[config.mk]
export PLATFORM = sky130hd
export DESIGN_NAME = http_chunked_body_decoder
export DESIGN_NICKNAME = d
export VERILOG_FILES = /design/src/rtl/hcbd_pkg.sv /design/src/rtl/http_chunked_body_decoder.sv
export SDC_FILE = /design/constraint.sdc
export NUM_CORES = 1
export LEC_CHECK = 0
export ABC_AREA = 0
export ABC_CLOCK_PERIOD_IN_PS = 3300
export BUFFER_PORTS_ARGS = -buffer_cell sky130_fd_sc_hd__buf_2
export CORE_ASPECT_RATIO = 0.6
export CORE_MARGIN = 3
export CORE_UTILIZATION = 24
export CTS_CLUSTER_SIZE = 8
export DETAILED_ROUTE_END_ITERATION = 16
export PLACE_DENSITY_LB_ADDON = 0.3
export SYNTH_ARGS = -nofsm -noshare
export SYNTH_HDL_FRONTEND = slang
export SYNTH_SLANG_ARGS = --single-unit
[constraint.sdc]
create_clock -name clk -period 3.3 [get_ports clk]
set_input_delay 0.165 -clock clk [delete_from_list [all_inputs] [get_ports clk]]
set_output_delay 0.165 -clock clk [all_outputs]
set_load 0.01 [all_outputs]
[src/rtl/hcbd_pkg.sv]
// Package for the chunked body decoder: transfer payload structs,
// parse mode encoding, framing characters and the hex digit decoder.
// No dependencies.
package hcbd_pkg;

  // One received body byte
  typedef struct packed {
    logic [7:0] data_byte;
    logic       burst_last;
  } in_t;

  // One decoded result
  typedef struct packed {
    logic [7:0] payload_byte;
    logic       payload_valid;
    logic       error_seen;
    logic       final_chunk_seen;
    logic       burst_ok;
  } out_t;

  // Parse modes, one-hot
  typedef enum logic [3:0] {
    MODE_SIZE          = 4'b0001,
    MODE_AFTER_SIZE    = 4'b0010,
    MODE_PAYLOAD       = 4'b0100,
    MODE_AFTER_PAYLOAD = 4'b1000
  } mode_t;

  localparam logic [7:0] CHAR_CR = 8'h0D;
  localparam logic [7:0] CHAR_LF = 8'h0A;

  typedef struct packed {
    logic       is_hex;
    logic [3:0] value;
  } hex_t;

  // Decode one ASCII hex digit, either case
  function automatic hex_t hex_decode(input logic [7:0] c);
    hex_t h;
    h.is_hex = 1'b0;
    h.value  = 4'd0;
    if (c >= 8'h30 && c <= 8'h39) begin
      h.is_hex = 1'b1;
      h.value  = c[3:0];
    end else if ((c >= 8'h41 && c <= 8'h46) || (c >= 8'h61 && c <= 8'h66)) begin
      h.is_hex = 1'b1;
      h.value  = c[3:0] + 4'd9;
    end
    return h;
  endfunction

endpackage

[src/rtl/http_chunked_body_decoder.sv]
// Top level of the chunked transfer body decoder.
// Depends on hcbd_pkg.
//
//  channel | direction | handshake            | payload
//  --------+-----------+----------------------+---------------------
//  in_     | input     | in_valid / in_ready  | hcbd_pkg::in_t
//  out_    | output    | out_valid / out_ready| hcbd_pkg::out_t
//
// One byte per cycle sustained while out_ready stays high; each byte gives exactly one
// result, through the input register and then the result register.
// The parse state updates in the same cycle that a byte moves from the input
// register into the result register; a SIZE_BITS wide decrement and
// zero compare set the clock period.
// Reset (rst_n low, synchronous) clears the parse state and both valids.
// When out_ready is low the two registers fill and in_ready falls.
module http_chunked_body_decoder #(
  parameter int SIZE_BITS = 32
) (
  input  logic           clk,
  input  logic           rst_n,
  input  logic           in_valid,
  output logic           in_ready,
  input  hcbd_pkg::in_t  in_data,
  output logic           out_valid,
  input  logic           out_ready,
  output hcbd_pkg::out_t out_data
);
  import hcbd_pkg::*;

  // Input register
  logic s1_valid_r, s1_valid_nxt;
  in_t  s1_data_r;

  // Result register
  logic out_valid_r, out_valid_nxt;
  out_t out_data_r, out_data_nxt;

  // Parse state
  mode_t                mode_r, mode_nxt;
  logic                 digit_seen_r, digit_seen_nxt;
  logic [SIZE_BITS-1:0] size_accum_r, size_accum_nxt;
  logic [SIZE_BITS-1:0] bytes_left_r, bytes_left_nxt;
  logic                 cr_seen_r, cr_seen_nxt;
  logic                 error_flag_r, error_flag_nxt;
  logic                 zero_chunk_r, zero_chunk_nxt;

  logic                 advance, in_xfer, step;
  mode_t                mode_eff;
  logic                 cr_eff;
  logic [7:0]           c;
  hex_t                 hx;
  logic [SIZE_BITS-1:0] bytes_dec;
  logic                 is_payload;

  // Pipeline flow control
  assign advance   = !out_valid_r || out_ready;
  assign in_ready  = !s1_valid_r || advance;
  assign in_xfer   = in_valid && in_ready;
  assign step      = s1_valid_r && advance;
  assign out_valid = out_valid_r;
  assign out_data  = out_data_r;

  always_comb begin
    s1_valid_nxt = s1_valid_r;
    if (in_xfer) begin
      s1_valid_nxt = 1'b1;
    end else if (advance) begin
      s1_valid_nxt = 1'b0;
    end
    out_valid_nxt = out_valid_r;
    if (step) begin
      out_valid_nxt = 1'b1;
    end else if (out_ready) begin
      out_valid_nxt = 1'b0;
    end
  end

  // Byte decode and next parse state
  always_comb begin
    c         = s1_data_r.data_byte;
    hx        = hex_decode(c);
    bytes_dec = bytes_left_r - {{(SIZE_BITS-1){1'b0}}, 1'b1};

    // payload mode with nothing left counts as after payload
    if (mode_r == MODE_PAYLOAD && bytes_left_r == '0) begin
      mode_eff = MODE_AFTER_PAYLOAD;
      cr_eff   = 1'b0;
    end else begin
      mode_eff = mode_r;
      cr_eff   = cr_seen_r;
    end

    mode_nxt       = mode_eff;
    cr_seen_nxt    = cr_eff;
    digit_seen_nxt = digit_seen_r;
    size_accum_nxt = size_accum_r;
    bytes_left_nxt = bytes_left_r;
    error_flag_nxt = error_flag_r;
    zero_chunk_nxt = zero_chunk_r;
    is_payload     = 1'b0;

    if (!error_flag_r) begin
      case (mode_eff)
        MODE_SIZE: begin
          if (hx.is_hex) begin
            if (size_accum_r[SIZE_BITS-1 -: 4] != 4'd0) begin
              error_flag_nxt = 1'b1;
            end else begin
              size_accum_nxt = {size_accum_r[SIZE_BITS-5:0], hx.value};
              digit_seen_nxt = 1'b1;
            end
          end else if (c == CHAR_CR && digit_seen_r) begin
            bytes_left_nxt = size_accum_r;
            if (size_accum_r == '0) begin
              zero_chunk_nxt = 1'b1;
            end
            size_accum_nxt = '0;
            digit_seen_nxt = 1'b0;
            mode_nxt       = MODE_AFTER_SIZE;
          end else begin
            error_flag_nxt = 1'b1;
          end
        end
        MODE_AFTER_SIZE: begin
          if (c == CHAR_LF) begin
            if (bytes_left_r == '0) begin
              mode_nxt    = MODE_AFTER_PAYLOAD;
              cr_seen_nxt = 1'b0;
            end else begin
              mode_nxt = MODE_PAYLOAD;
            end
          end else begin
            error_flag_nxt = 1'b1;
          end
        end
        MODE_PAYLOAD: begin
          bytes_left_nxt = bytes_dec;
          is_payload     = 1'b1;
          if (bytes_dec == '0) begin
            mode_nxt    = MODE_AFTER_PAYLOAD;
            cr_seen_nxt = 1'b0;
          end
        end
        MODE_AFTER_PAYLOAD: begin
          if (!cr_eff) begin
            if (c == CHAR_CR) begin
              cr_seen_nxt = 1'b1;
            end else begin
              error_flag_nxt = 1'b1;
            end
          end else if (c == CHAR_LF) begin
            cr_seen_nxt = 1'b0;
            mode_nxt    = MODE_SIZE;
          end else begin
            error_flag_nxt = 1'b1;
          end
        end
        default: begin
          error_flag_nxt = 1'b1;
        end
      endcase
    end

    out_data_nxt.payload_byte     = is_payload ? c : 8'd0;
    out_data_nxt.payload_valid    = is_payload;
    out_data_nxt.error_seen       = error_flag_nxt;
    out_data_nxt.final_chunk_seen = zero_chunk_nxt;
    out_data_nxt.burst_ok         = s1_data_r.burst_last && !error_flag_nxt;
  end

  // Control registers
  always_ff @(posedge clk) begin
    if (!rst_n) begin
      s1_valid_r   <= 1'b0;
      out_valid_r  <= 1'b0;
      mode_r       <= MODE_SIZE;
      digit_seen_r <= 1'b0;
      size_accum_r <= '0;
      bytes_left_r <= '0;
      cr_seen_r    <= 1'b0;
      error_flag_r <= 1'b0;
      zero_chunk_r <= 1'b0;
    end else begin
      s1_valid_r  <= s1_valid_nxt;
      out_valid_r <= out_valid_nxt;
      if (step) begin
        mode_r       <= mode_nxt;
        digit_seen_r <= digit_seen_nxt;
        size_accum_r <= size_accum_nxt;
        bytes_left_r <= bytes_left_nxt;
        cr_seen_r    <= cr_seen_nxt;
        error_flag_r <= error_flag_nxt;
        zero_chunk_r <= zero_chunk_nxt;
      end
    end
  end

  // Payload registers
  always_ff @(posedge clk) begin
    if (in_xfer) begin
      s1_data_r <= in_data;
    end
    if (step) begin
      out_data_r <= out_data_nxt;
    end
  end

endmodule

=== Word level (Yosys, flattened, before mapping) ===
Cells that the tools add are included.

* Add/subtract/negate cells: 2
* $mul: 0
* Divide/modulo/power cells: 0
* Magnitude comparators: 6
* Equality and inequality tests: 10
* Shift-type cells: 0
* Muxes and demuxes: 48
* Bitwise logic cells: 1
* Reductions and logical operators: 24

{| class="wikitable"
|+ Operators with widths
! kind !! number
|-
| two-way mux 32 bit || 5
|-
| zero test 32 bit || 3
|-
| case mux 32 bit (2 select lines) || 1
|-
| two-way mux 4 bit || 9
|-
| subtractor 32 x 1 -> 32 bit, second input constant || 1
|-
| two-way mux 1 bit || 28
|-
| == test 8 x 4 -> 1 bit, second input constant || 2
|-
| >= comparator 8 x 7 -> 1 bit, second input constant || 2
|-
| less-or-equal comparator 8 x 7 -> 1 bit, second input constant || 2
|-
| case mux 4 bit (4 select lines) || 1
|-
| two-way mux 5 bit || 2
|-
| AND reduction 5 bit || 2
|-
| == test 4 x 3 -> 1 bit, second input constant || 2
|-
| >= comparator 8 x 6 -> 1 bit, second input constant || 1
|-
| less-or-equal comparator 8 x 6 -> 1 bit, second input constant || 1
|-
| logical AND 1 bit || 8
|-
| nonzero test 2 bit || 4
|-
| != test 2 bit, second input constant || 3
|-
| adder 4 bit, second input constant || 1
|-
| == test 4 x 1 -> 1 bit, second input constant || 1
|-
| == test 4 x 2 -> 1 bit, second input constant || 1
|-
| == test 4 bit, second input constant || 1
|-
| case mux 1 bit (4 select lines) || 1
|-
| nonzero test 4 bit || 1
|-
| other kinds (4) || 8
|}

* Register bits: 95
* Latch bits: 0
* RAM bits: 0
* ROM bits: 0
* Memories: 0

=== Longest topological paths before layout ===
Gate-level depths: netlist (run 1).

* Word-level depth: 10
* Gate-level depth with buffers: 13

=== Worst setup path before layout (run 1) ===
No wires, ideal clock.

* Kind: register to register
* Start: register bytes_left_r[2]
* End: register cr_seen_r
* Library setup time: 0.116 ns
* Arrival time: 2.565 ns
* Setup slack: 0.619 ns
* Cell stages (with the launch flop): 9
* Path through: dfxtp_1 or4_1 or3_1 buf_6 xnor2_1 a221oi_1 nand4_1 or4_1 a31o_1

* Word-level cells in the longest chain between the ends: 7

{| class="wikitable"
|+ Ends and longest elaborated chain
! item !! line !! text
|-
| start: declaration || http_chunked_body_decoder.sv:42 || <nowiki>logic [SIZE_BITS-1:0] bytes_left_r, bytes_left_nxt;</nowiki>
|-
| start signal: assignment || http_chunked_body_decoder.sv:190 || <nowiki>bytes_left_r <= bytes_left_nxt;</nowiki>
|-
| parallel branches: the longest is 6 deep, another holds subtractor 32 x 1 -> 32 bit || n/a ||
|-
| two-way mux 1 bit (*) || http_chunked_body_decoder.sv:102 || <nowiki>if (!error_flag_r) begin</nowiki>
|-
| end signal: assignment || http_chunked_body_decoder.sv:191 || <nowiki>cr_seen_r <= cr_seen_nxt;</nowiki>
|-
| end: declaration || http_chunked_body_decoder.sv:43 || <nowiki>logic cr_seen_r, cr_seen_nxt;</nowiki>
|}

Every way passes the cells marked *.
A chain may end at the register's enable or synchronous reset.

=== Worst setup path in the final report (run 1) ===
* Start: register bytes_left_r[0]
* End: register cr_seen_r

Same word-level chain as after synthesis.

==> results of run 1 <==
path summary, 6_finish.rpt:
check                                  endpoint  cells after the start  slack [ps]
worst min register to register  bytes_left_r[1]                      2         480
worst max register to register        cr_seen_r                      9         240
worst max-delay path                  cr_seen_r                      9         240
worst min-delay path                 s1_valid_r                      3          50
power breakdown:
| part | switching [W] | internal, W |
|---|---|---|
| clock | 0.000518 | 0.000676 |
| sequential | 0.0000228 | 0.00121 |
| combinational | 0.0000798 | 0.0000555 |
| total | 0.000621 | 0.00194 |
sequential cells by signal, summed over array words and instances (netlist names), 4 cells and up:
| register | cells |
|---|---|
| mode_r | 4 |
| c | 8 |
| out_data | 12 |
| size_accum_r | 32 |
| bytes_left_r | 32 |
critical path, cell delays in order (launching register included):
cell and delay (ps):
dfxtp_1 350, inv_1 80, ha_1 290, nor3b_2 390, nand3_2 150, or4_4 460, a221oi_1 250, nand4_1 210
or4_1 560, a31o_1 220
routing by layer:
layer  up-vias  wire, um
li1       2439         -
met4         0       130
met3        13      1170
met2       150      6020
met5         -         0
met1      2396      9310
through the flow:
| step | total power, W | util, % |
|---|---|---|
| after floorplan | 0.00133 | - |
| after global placement | 0.00138 | 27.1 |
| after detailed placement | 0.00138 | 27.1 |
| after CTS | 0.00259 | 29.0 |
| after global routing | 0.00265 | 29.0 |
| final | 0.00256 | 29.0 |
layout make-up:
type	count	area, um2	area share, %
clock inverter	7	104	1.61
inverter	8	30.0	0.467
sequential	95	2110	32.8
multi-input combinational	502	3120	48.5
clock buffer	9	225	3.50
antenna	1	2.50	0.0389
timing repair buffer	56	453	7.04
tap	308	385	5.99
logic make-up after synthesis:
kind of cell             synth area share [%]
flip-flops                               38.7
XOR/XNOR                                 1.28
buffers and inverters                    4.33
AO/OA/AOI/OAI                            25.5
AND/OR/NAND/NOR                          28.7
multiplexers                            0.206
adder cells (fa/ha/maj)                  1.37
layout by cell type (no fill, tap or decap), drive strengths merged, types with 7 or more instances in the layout:
cell type    count
a21boi          58
a21o             7
a21oi           29
and2            11
buf             47
clkbuf           9
dfxtp           74
dlygate4sd3      9
edfxtp          21
inv             11
nand2           93
nand2b           8
nand3           36
nand4            9
nor2            48
nor3            13
nor4            16
o211ai           8
o21a            15
o21ai           28
or3             16
or4              9
==> results_dict.tcl, run 1 <==
set metrics [dict create \
    yosys_warnings 0 \
    placed_area_um2 6010 \
    drtAntennaViolNets 0 \
    synth.most_common_cell "nand2_1" \
    status "completed" \
    final_cells 986 \
    cts_resized 0 \
    syn_avg_cell_area_um2 8.41 \
    worst-endpoint-arrival_ps 3320 \
    grt_pass1_vias 4384 \
    setup_tns_ps 0 \
    via_count 4998 \
    io_buffer_count 26 \
    use_met1_pct 23.4 \
    synthTopCellsByCount "nand2_1 (92), dfxtp_1 (74), nor2_1 (47), nand3_1 (35), a21boi_0 (31)" \
    whs_ps 46.4 \
    endpoint_kind "register" \
    dp_slack_ps 285 \
    core-area_um2 22200 \
    avgViaCountPerCell 5.07 \
    gp_congestion 0.868 \
    setup_viol 0 \
    yosysSeqAreaShare_pct 38.7 \
    synth_seq_cells 95 \
    synth_nets 668 \
    slew_headroom_pct 54.9 \
    grt_busiest_layer "met1" \
    fp-row-count 42 \
    htreeDepth 3 \
    synthArstFlopShare_pct 0 \
    initial_core_util_pct 24.6 \
    clk_pin_slew_ps 70 \
    cts_sinks 95 \
    grt_max_degree 46 \
    dieArea_um2 24700 \
    start_kind "register" \
    drt_iter0_drc 522 \
    startpoint "bytes_left_r[0]" \
    grt_usage_pct 13.7 \
    netlist-cell-type-count 72 \
    synthFlopType "dfxtp_1" \
    post_cts_buffers 0 \
    cts_max_path_buffers 2 \
    num_io_pins 27 \
    netlist_area_um2 5460 \
    hpwl_um 11800 \
    maxSlewViolCount 0 \
    fin_ws_ps 238 \
    die_w_um 201 \
    synth_edf_count 21 \
    hold_viol_final 0 \
    area_delta_synth_final_pct 17.8 \
    synth_top_area_share_pct 27.1 \
    grt-ovfl-total 0 \
    drtPass1Iterations 5 \
    r2r_start "bytes_left_r[0]" \
    wl_um 16600 \
    synth_cells 649 \
    die_y_um 123 \
    numCtsBuffers 9 \
    tritoncts "done" \
    max-vdd-ir-drop_v 0.000233 \
    yosys.area.top_type "dfxtp_1" \
    wl_per_cell_um 16.9 \
    max_freq_mhz 327 \
    fin_skew_ps 5.86 \
    fin_area_um2 6430 \
    p_leak_nw 2.34 \
    period_share_pct 92.8 \
    min_from "in_valid" \
    grt_pass1_wl_um 26500 \
    timing.final.crit_period_ps 3060 \
    hold_class "input pin to register" \
    fillers 2427 \
    nets 691 \
    critPathKind "register to register" \
    holdBufCountCts 9 \
    dp.cells 960 \
    use_met2_pct 16.6 \
    cts_root_buf "clkbuf_16" \
    power_density_nw_per_um2 398 \
    grtUsageMet3_pct 3.05 \
    cp_data_required_time_ps 3550 \
    worst_pin_slew_ps 670 \
    synth_area_leaders "dfxtp_1 (27%), edfxtp_1 (12%), nand2_1 (6.3%), a21boi_0 (4.3%), a21boi_1 (3.7%)" \
    drc 0 \
    grt_antenna_before_repair 0 \
    worst-path-max-fanout 9 \
    drv_cap 0 \
    clk_latency_ps 360 \
    grt_setup_unrepaired "no" \
    drive_gt1_share_pct 13.3 \
]
(Power assumes the default switching activity.)
==> run 2: changes to the inputs <==
Settings changed: ABC_CLOCK_PERIOD_IN_PS 3300 to 3000.
Clock period 3.3 ns to 3 ns, I/O delays scaled along.
==> run 2 against run 1 <==
Effect of this change: routed wire length is 1.2% higher; worst hold slack hardly changed; cell count is 1.7% higher; critical path type unchanged; critical endpoint unchanged; largest power group unchanged.
==> results_dict.tcl, run 2 (synthesized netlist as in run 1, its figures left out) <==
set metrics [dict create \
    max-vdd-ir-drop_v 0.000252 \
    seq_power_share_pct 52.0 \
    top_layer_used "met4" \
    grt_pass1_vias 4684 \
    slew_headroom_pct 51.3 \
    hold_class "input pin to register" \
    avgViaCountPerCell 5.06 \
    mostFrequentLayoutCells "nand2_1 (92), dfxtp_1 (74), nor2_1 (46)" \
    cts_sinks 95 \
    io_buffer_count 26 \
    grt_usage_pct 14.1 \
    period_share_pct 97.1 \
    worst_pin_slew_ps 730 \
    drtPass1Iterations 5 \
    worst-path-max-fanout 6 \
    numCtsBuffers 9 \
    drc 0 \
    dieArea_um2 24700 \
    grt-ovfl-total 0 \
    p_leak_nw 2.43 \
    num_antenna_cells 0 \
    grt_antenna_before_repair 0 \
    worst-endpoint-arrival_ps 3160 \
    setup_viol 0 \
    wl_met1_um 9470 \
    hpwl_um 12100 \
    cts_root_buf "clkbuf_16" \
    switching_share_pct 24.4 \
    whs_ps 46.8 \
    htreeDepth 3 \
    wl_per_cell_um 16.8 \
    fin_skew_ps 9.57 \
    area_delta_synth_final_pct 19.8 \
    core-area_um2 22200 \
    wl_um 16800 \
    total_power_w 0.00259 \
    clkPwrFrac_pct 41.8 \
    cts_max_path_buffers 2 \
    final_common_cell "nand2_1" \
    hold_viol_final 0 \
    initial_core_util_pct 24.6 \
    drt_iter0_drc 395 \
    drv_cap 0 \
    drtAntennaViolNets 0 \
    nets 709 \
    status "completed" \
    clk_pin_slew_ps 70 \
    critPathKind "register to register" \
    via_count 5071 \
    endpoint_kind "register" \
    fp-row-count 42 \
    maxSlewViolCount 0 \
    grt_pass1_wl_um 27300 \
    gp_congestion 0.901 \
    start_kind "register" \
    cp_data_required_time_ps 3250 \
    die_w_um 201 \
    drive_gt1_share_pct 16.0 \
    placed_area_um2 6120 \
    clk_latency_ps 350 \
    grt_max_degree 42 \
    p_sw_w 0.000632 \
    comb_power_share_pct 6.1 \
    max_freq_mhz 343 \
    wl_met3_um 1300 \
    power_density_nw_per_um2 396 \
    fin_area_um2 6540 \
    die_y_um 123 \
    tritoncts "done" \
    wl_met2_um 5930 \
    timing.final.crit_period_ps 2910 \
    power.internal_w 0.00196 \
    num_io_pins 27 \
]
==> run 2: changes by cell type in the layout (fill, tap and decap cells not counted), moves of 2 or more <==
| cell | before | now |
|---|---|---|
| buf_4 | 15 | 34 |
| bufinv_16 | 2 | 0 |
| clkbuf_1 | 0 | 2 |
| clkinv_2 | 0 | 2 |
| clkinv_4 | 0 | 2 |
| inv_6 | 2 | 0 |
| o21ai_0 | 25 | 23 |
==> run 2: cell type report <==
cell class | count | area (um2)
fillers | 2390 | 15600
multi-input cells | 502 | 3170
flip-flops and latches | 95 | 2110
repair buffers | 74 | 576
well taps | 308 | 385
clock buffers | 11 | 233
clock inverters | 5 | 35.0
inverters | 8 | 30.0
==> run 2: metrics by stage <==
stage,setup TNS [ps],setup slack [ps],utilization (%),cells
finish,0,88.3,29.5,1003
global route,-5.70,-5.70,29.5,1003
CTS,0,22.6,29.2,1001
detailed placement,-42.6,-41.2,27.6,976
global placement,0,32.4,27.6,976
floorplan,0,319,-,649
==> run 2: routing by layer <==
metal,GRT usage [%],up-vias
met3,3.63,11
li1,-,2469
met5,0,-
met1,23.5,2433
met4,2.37,0
met2,17.2,158
==> run 2: repair_timing <==
item | 4_1_cts | 5_1_grt
hold endpoints to repair | 9 | 0
gates resized for setup | 1 | 10
hold buffers | 9 | 0
setup endpoints to repair | 2 | 13
pin swaps | 0 | 6
buffers inserted | 0 | 2
==> run 2: final timing paths <==
kind / startpoint / slack [ps] / cells past startpoint / endpoint
setup reg to reg: bytes_left_r[3] / 90 / 8 / cr_seen_r
hold / removal: in_valid / 50 / 3 / s1_valid_r
hold reg to reg: size_accum_r[30] / 480 / 2 / size_accum_r[30]
setup / recovery: bytes_left_r[3] / 90 / 8 / cr_seen_r
==> run 2: critical path: stages (launching register included) <==
cell	delay, ps
dfxtp_1	380
or4_1	540
nor3_1	260
buf_4	220
nand2_1	160
xor2_2	260
nand4_1	200
or4_1	570
a31o_1	220
==> run 2: power by group through the flow <==
stage / clock network [W] / registers, W / logic (W)
2_1_floorplan: 0 / 0.00137 / 0.0000941
3_3_place_gp: 0 / 0.00138 / 0.000151
3_5_place_dp: 0 / 0.00138 / 0.000150
4_1_cts: 0.00112 / 0.00135 / 0.000159
5_1_grt: 0.00118 / 0.00135 / 0.000175
6_report: 0.00108 / 0.00135 / 0.000159
==> run 3: changes to the inputs <==
Settings changed: RECOVER_POWER set to 25.
==> run 3 against run 2 <==
Effect of this change: register-to-register slack about the same; utilization fell by 0.090 points; critical path depth is the same; routed wire length grew 0.10%; global-route usage unchanged; the flow now finishes with violations (capacitance limit, slew limit); sequential share of layout area rose by 0.099 points; critical endpoint unchanged; clock skew is essentially flat; sequential power about the same; cell count did not move; total power is 0.23% lower; setup slack improved by 3.9 ps.
==> results_dict.tcl, run 3 (synthesized netlist as in run 1, its figures left out) <==
set metrics [dict create \
    drive_gt1_share_pct 14.0 \
    timing.final.crit_period_ps 2910 \
    drt_iter0_drc 407 \
    worst-path-max-fanout 6 \
    nets 709 \
    drc 0 \
    wl_per_cell_um 16.8 \
    maxSlewViolCount 37 \
    ff2ff_setup_slack_ps 90 \
    ff2ff_path_depth 8 \
    via_count 5063 \
    worstSetupEndpoint "cr_seen_r" \
    r2r_start "bytes_left_r[3]" \
    critPathKind "register to register" \
    endpoint_kind "register" \
    setup_viol 0 \
    grt_antenna_before_repair 0 \
    hold_class "input pin to register" \
    fin_skew_ps 9.58 \
    initial_core_util_pct 24.6 \
    core-area_um2 22200 \
    slew_headroom_pct -19.0 \
    die_y_um 123 \
    drtPass1Iterations 5 \
    drtAntennaViolNets 0 \
    io_buffer_count 26 \
    violations "capacitance limit, slew limit" \
    r2r_end "cr_seen_r" \
    area_delta_synth_final_pct 19.4 \
    final_cells 1003 \
    max-vdd-ir-drop_v 0.000252 \
    htreeDepth 3 \
    num_io_pins 27 \
    gp_congestion 0.901 \
    grtUsageMet3_pct 3.63 \
    cts_max_path_buffers 2 \
    use_met1_pct 23.5 \
    max_freq_mhz 344 \
    grt_max_degree 42 \
    num_antenna_cells 0 \
    startpoint "bytes_left_r[3]" \
    hpwl_um 12100 \
    cts_root_buf "clkbuf_16" \
    die_w_um 201 \
    clk_latency_ps 350 \
    p_leak_nw 2.38 \
    drv_cap 1 \
    power_density_nw_per_um2 396 \
    period_share_pct 96.9 \
    cts_sinks 95 \
    dieArea_um2 24700 \
    grt_pass1_wl_um 27300 \
    fp-row-count 42 \
    status "finished, violations left" \
    avgViaCountPerCell 5.05 \
    numCtsBuffers 9 \
    worst-endpoint-arrival_ps 3150 \
    dp.cells 976 \
    mostFrequentLayoutCells "nand2_1 (92), dfxtp_1 (74), nor2_1 (46)" \
    worst_pin_slew_ps 1790 \
    final_common_cell "nand2_1" \
    use_met2_pct 17.2 \
    grt_pass1_vias 4684 \
    grt_usage_pct 14.1 \
    hold_viol_final 0 \
    grt-ovfl-total 0 \
    grt_busiest_layer "met1" \
    tritoncts "done" \
    setup_tns_ps 0 \
    wl_um 16900 \
    clk_pin_slew_ps 70 \
    start_kind "register" \
    cp_data_required_time_ps 3240 \
]
-- run 3: metal layers --
layer | up-vias | routed length (um)
met5 | - | 0
met4 | 0 | 139
met3 | 14 | 1240
met2 | 155 | 5940
met1 | 2424 | 9530
li1 | 2470 | -
-- run 3: through the flow --
stage               hold slack, ps  total power [W]  setup slack [ps]  utilization [%]  area (um2)
floorplan                      249          0.00147               319                -        5460
global placement               327          0.00153              32.4             27.6        6120
detailed placement             329          0.00153             -41.2             27.6        6120
CTS                           33.4          0.00262              22.6             29.2        6480
global route                  55.5          0.00270             -5.70             29.4        6520
finish                        48.0          0.00258              92.1             29.4        6520
-- run 3: worst min path at each step --
stage                     depth (start not counted)  slack (ps)            to  startpoint
final                                             3          50    s1_valid_r    in_valid
after global routing                              3          60    s1_valid_r    in_valid
after CTS                                         3          30    s1_valid_r    in_valid
after detailed placement                          1         330  s1_data_r[0]  in_data[0]
after global placement                            1         330          c[3]  in_data[4]
after floorplan                                   0         250          c[0]  in_data[1]
-- run 3: critical path: stages (launching register included) --
cell	delay, ps
dfxtp_1	380
or4_1	540
nor3_1	260
buf_4	220
nand2_1	160
xor2_2	260
nand4_1	210
or4_1	570
a31o_1	220
-- run 3: layout make-up --
type                       count  area [um2]
clock buffer                  11         233
clock inverter                 5        35.0
fill                        2392       15700
inverter                       8        30.0
multi-input combinational    502        3170
sequential                    95        2110
tap                          308         385
timing repair buffer          74         556
-- run 3: what timing repair did --
item | in CTS | in global routing
gates resized for setup | 1 | 10
setup endpoints to repair | 2 | 13
hold endpoints to repair | 9 | 0
pin swaps | 0 | 6
hold buffers | 9 | 0
buffers inserted | 0 | 2
-- run 3: where the power goes --
group          internal, W  switching [W]  total, W
registers          0.00133      0.0000198   0.00135
clock network     0.000563       0.000513   0.00108
logic            0.0000630      0.0000947  0.000158
